**src/rtl/dfusc_pkg.sv**
```systemverilog
// ----------------------------------------------------------------------------
// dfusc_pkg
// shared types, constants and the byte-wide crc-32 update for the suffix checker
// ----------------------------------------------------------------------------
package dfusc_pkg;

    // suffix window length in bytes
    localparam int unsigned SUFFIX_BYTES = 16;
    // a byte enters the crc once this many newer bytes have followed it
    localparam int unsigned CRC_LAG      = 4;
    localparam int unsigned COUNT_W      = $clog2(SUFFIX_BYTES + 1);

    localparam logic [31:0] CRC_START    = 32'hffff_ffff;
    localparam logic [31:0] CRC_POLY     = 32'hedb8_8320;

    localparam logic [15:0] MAX_VERSION_RESET = 16'h0100;
    localparam logic [31:0] SIGNATURE_RESET   = 32'h1044_4655;

    // configuration register indexes
    localparam int unsigned CFG_INDEX_W = 8;
    localparam logic [CFG_INDEX_W-1:0] REG_MAX_VERSION = 8'd0;
    localparam logic [CFG_INDEX_W-1:0] REG_SIGNATURE   = 8'd1;

    typedef enum logic [2:0] {
        ST_OK        = 3'd0,
        ST_VERSION   = 3'd1,
        ST_SIGNATURE = 3'd2,
        ST_CRC       = 3'd3,
        ST_SHORT     = 3'd4
    } status_t;

    // entry 0 oldest, top entry newest
    typedef logic [SUFFIX_BYTES-1:0][7:0] window_t;
    typedef logic [COUNT_W-1:0]           count_t;

    typedef struct packed {
        status_t     status;
        logic [31:0] crc;
        logic [15:0] device;
        logic [15:0] product;
        logic [15:0] vendor;
        logic [15:0] version;
    } result_t;

    // reflected crc-32, one byte
    function automatic logic [31:0] crc_byte(input logic [31:0] c_in, input logic [7:0] b);
        logic [31:0] c;
        c = c_in ^ {24'd0, b};
        for (int k = 0; k < 8; k++) begin
            c = c[0] ? ((c >> 1) ^ CRC_POLY) : (c >> 1);
        end
        return c;
    endfunction

endpackage

```
**src/rtl/dfusc_suffix_eval.sv**
```systemverilog
// ----------------------------------------------------------------------------
// dfusc_suffix_eval
// decodes the suffix window and runs the version, signature and crc checks
// ----------------------------------------------------------------------------
module dfusc_suffix_eval (
    input  dfusc_pkg::window_t  window,
    input  logic [31:0]         crc,
    input  logic                full,
    input  logic [15:0]         max_version,
    input  logic [31:0]         signature,
    output dfusc_pkg::result_t  result
);
    import dfusc_pkg::*;

    logic [15:0] version_w;
    logic [31:0] signature_w;
    logic [31:0] file_crc_w;

    assign version_w   = {window[7], window[6]};
    assign signature_w = {window[11], window[10], window[9], window[8]};
    assign file_crc_w  = {window[15], window[14], window[13], window[12]};

    // checks in file order, first failure wins
    always_comb begin
        priority if (!full) begin
            result.status = ST_SHORT;
        end else if (version_w > max_version) begin
            result.status = ST_VERSION;
        end else if (signature_w != signature) begin
            result.status = ST_SIGNATURE;
        end else if (file_crc_w != crc) begin
            result.status = ST_CRC;
        end else begin
            result.status = ST_OK;
        end
    end

    assign result.crc     = crc;
    assign result.device  = {window[1], window[0]};
    assign result.product = {window[3], window[2]};
    assign result.vendor  = {window[5], window[4]};
    assign result.version = version_w;

endmodule

```
**config.mk**
```make
export PLATFORM = sky130hd
export DESIGN_NAME = dfusc_suffix_eval
export DESIGN_NICKNAME = d
export VERILOG_FILES = /design/src/rtl/dfusc_pkg.sv /design/src/rtl/dfusc_suffix_eval.sv
export SDC_FILE = /design/constraint.sdc
export NUM_CORES = 1
export LEC_CHECK = 0
export ABC_AREA = 0
export BUFFER_PORTS_ARGS = -buffer_cell sky130_fd_sc_hd__buf_2
export CORE_AREA = 2 2 121 123
export DETAILED_ROUTE_END_ITERATION = 10
export DIE_AREA = 0 0 123 125
export GPL_ROUTABILITY_DRIVEN = 0
export MAX_ROUTING_LAYER = met4
export SETUP_SLACK_MARGIN = 0.05
export SYNTH_ARGS = -nofsm -noshare
export SYNTH_HDL_FRONTEND = slang
export SYNTH_SLANG_ARGS = --single-unit
export TNS_END_PERCENT = 50
```
**constraint.sdc**
```tcl
create_clock -name vclk -period 2.39
set_clock_uncertainty 0.05 [all_clocks]
set_input_delay 0.239 -clock vclk [all_inputs]
set_output_delay 0.239 -clock vclk [all_outputs]
set_load 0.03 [all_outputs]
```
==> metrics.txt, run 1 <==
top cell type's share of synthesized area=39.08%; vias in the first global route=1761; Post-Synth Adder-Cell Area=10.85%; first-pass GRT wire length=8459 µm; die width=123 µm; Post-Synthesis Cells=243; Cell variety after synth=21; # IOs=308; Simple-Gate Fraction of Synth Area=11.94%; initial antenna violation count=0; tool error=[ERROR DRT-0255] Maze Route cannot find path of net window[45] in worker of routeBox ( 96600 96600 ) ( 123000 125000 ).; multiplexer share of the synthesized area=0%; largest family of logic cells by synthesized area=buffers and inverters; Post-Syn Area per Cell=7.590 µm²; Worst endpoint type=output port; die span in y=125 µm; Syn. warnings=0; post-GRT worst EP=result[96]; Failed at=5_2_route; Post-CTS Hold Buffers=0; mapped cell area=1844 µm²; post-synthesis sequential area ratio=0%; top cells by area, synth=buf_4 39%, xor2_1 20%, ha_1 11%; gr ovfl total=0; post-synthesis net count=468; cell row count=44; Initial Util=12.98%; PortBufs=212; GRT Total Usage=7.175%; largest net degree at the start of global routing=4; area leader, netlist=buf_4; Compound-Gate Fraction of Synth Area=4.274%; status=did not finish; Detailed Place HPWL=5721 µm; Synth Area in XOR/XNOR=30.39%
## cells by family after synthesis
logic type,Yosys count
adder cells (fa/ha/maj),16
AO/OA/AOI/OAI,13
XOR/XNOR,64
AND/OR/NAND/NOR,37
buffers and inverters,113
## per-layer routing
metal and track usage (%):
met1 7.847, met2 12.93, met3 1.597, met4 1.872, met5 -
## Yosys cell counts
cell type,number
a21boi_1,1
a21o_1,1
a21oi_1,7
a221o_1,1
and2_1,1
buf_4,96
ha_1,16
inv_1,17
nand2_1,4
nand3_1,2
nand4_1,11
nor2_1,3
nor2b_1,1
nor3_1,1
nor3_2,1
nor4_1,12
nor4_2,1
o21ai_0,2
o31a_1,1
xnor2_1,22
xor2_1,42
## what timing repair did
action / 4_1_cts / 5_1_grt
gates resized for setup: 1 / 10
setup endpoints to repair: 1 / 2
pin swaps: 4 / 4
setup buffers: 0 / 2
gates cloned: 0 / 0
## stage by stage
stage	cells	cell area (µm²)	setup slack (ps)	hold slack, ps	TNS [ps]
after floorplan	243	1844	274.9	559.3	0
after global placement	548	2452	-16.49	428.2	-16.49
after detailed placement	548	2452	-14.39	428.2	-14.39
after CTS	548	2455	54.46	428.2	0
after global routing	550	2536	43.25	428.0	0
==> inputs of run 2 (changes only) <==
Settings changed: CORE_AREA 2 2 121 123 to 2 2 119 121, DIE_AREA 0 0 123 125 to 0 0 121 123, MAX_ROUTING_LAYER met4 to default, PLACE_DENSITY_LB_ADDON from default to 0.15, SETUP_SLACK_MARGIN 0.05 to default.
==> run 2 against run 1 <==
Net effect: the flow now finishes without violations; synthesized cell count unchanged; synthesized area unchanged; global-route usage increased by 0.27 points.
==> metrics.txt, run 2 <==
Post-Synthesis Cells=243; Multi-input gate area=1060 µm²; post-synthesis sequential area ratio=0%; top cells by area, synth=buf_4 39%, xor2_1 20%, ha_1 11%; DRT Wirelength=6383 µm; die width=121 µm; Fill cells=1582; die span in y=123 µm; endpoint class of the critical path=output port; Power per Cell Area=191.1 nW/µm²; initial antenna violation count=0; mapped cell area=1844 µm²; Ant. Diodes=0; design area=2417 µm²; Routed WL per cell=11.82 µm; routed via count=1833; CP arrival=1960 ps; setup TNS=0 ps; Worst Path Required=2100 ps; Final Hold Vio Count=0; Pre-antenna DRT Iters=3; unrepaired setup endpoints after global routing=false; Least-Margin Pin Slew=420.8 ps; synth cell count leaders=96 x buf_4, 42 x xor2_1, 22 x xnor2_1, 17 x inv_1, 16 x ha_1; status=finished, final reports clean; Crit Path Max Fanout=3; Slew Limit Fails=0; clk_buf instances=0; final net count=587; CP cell instances=buf_2 -> ha_1 -> a21oi_1 -> nand2_1 -> a221o_1 -> o31a_1 -> nor3_2 -> buf_2; register area=0 µm²; Peak Freq=445.1 MHz; Detailed Place HPWL=6181 µm; crit share post-route=94.01%; Hold Path Cell Cnt=0; Slowest-stage cell, CP=a221o_1; fin crit period=2247 ps; Initial Util=13.55%; Post-Syn Area per Cell=7.590 µm²; Slew headroom=71.69%; Cell variety after synth=21; Top cell by count, worst path=buf_2; seq_cells=0; Placed Area=2417 µm²; layout cell share with drive strength beyond 1=59.72%; worst hold start=window[45]; vias in the first global route=1828; Post-CTS Setup Inserts=0; slowest stage delay, CP=350 ps; Final Setup Violations=0; DR DRC count=0; max cap viols=0; Die ar.=14880 µm²; # IOs=308; post-synthesis net count=468; PortBufs=212; Lkg Pwr=1.340 nW; post-route ant nets=0; Peak supply drop=0.05878 mV; most common cell after layout, fill and taps aside=buf_2; Syn. warnings=0; Via-to-Cell Ratio=3.394; synth-to-layout area growth=31.07%; gr ovfl total=0; CORE AREA=13610 µm²; Hold EP=result[29]; CP bufs+invs=2; worst hold path class=input port to output port; cell row count=43; GRT Total Usage=7.442%; 1st-iter DRT viols=22; crit path launch type=input port; cts repair resizes=0; largest net degree at the start of global routing=4; most frequent cells in the layout=212 x buf_2, 42 x xor2_1, 22 x xnor2_1, 17 x inv_1, 16 x ha_1; first-pass GRT wire length=8901 µm; WS Path Type=input port to output port; Post-CTS Hold Buffers=0; cell family with most CP delay=compound AO/OA/AOI/OAI gates; most common cell in the synthesized netlist=buf_4; top cell type's share of synthesized area=39.08%; area leader, netlist=buf_4
==> run 2: per-layer routing <==
layer  track usage (%)  part of all wire (%)
met5                 0                     0
met4             1.090                   1.7
met3             1.384                   9.1
met2             15.06                    56
met1             8.083                    34
==> run 2: report_power, final <==
group / internal, W / switching (W)
Combinational: 0.000212 / 0.000250
Clock: 0 / 0
Sequential: 0 / 0
==> run 2: final cells by class <==
type | instances | area share [%]
multi-input cells | 130 | 43.84
inverters | 17 | 2.640
well taps | 180 | 9.317
repair buffers | 213 | 44.20
==> run 2: worst max-delay path by stage <==
stage               startpoint         end  cells after the start
6_report            window[62]  result[97]                      8
5_1_grt        max_version[14]  result[96]                     10
4_1_cts             window[62]  result[97]                      8
3_5_place_dp        window[62]  result[97]                      8
3_3_place_gp        window[62]  result[97]                      8
2_1_floorplan  max_version[14]  result[97]                      7
==> run 2: logic make-up (layout without fill, tap and decap cells) <==
logic type                 after synthesis  count (layout)  synth area share [%]
buffers and inverters                  113             230                 42.54
xor gates and xnor gates                64              64                 30.39
adders and majority gates               16              16                 10.85
AOI/OAI and AO/OA                       13              13                 4.274
and+or+nand+nor                         37              37                 11.94
==> run 2: stage by stage <==
stage / cells / setup slack (ps) / total power, W / utilization (%) / hold slack [ps]
after floorplan: 243 / 274.9 / 0.0004446 / - / 559.3
after global placement: 540 / 147.0 / 0.0004710 / 17.76 / 428.2
after detailed placement: 540 / 121.8 / 0.0004688 / 17.76 / 428.2
after CTS: 540 / 116.9 / 0.0004710 / 17.76 / 428.2
after global routing: 540 / 4.947 / 0.0005096 / 17.76 / 428.0
final: 540 / 143.1 / 0.0004620 / 17.76 / 428.0
Note: power is estimated with default switching activity, not from simulation.
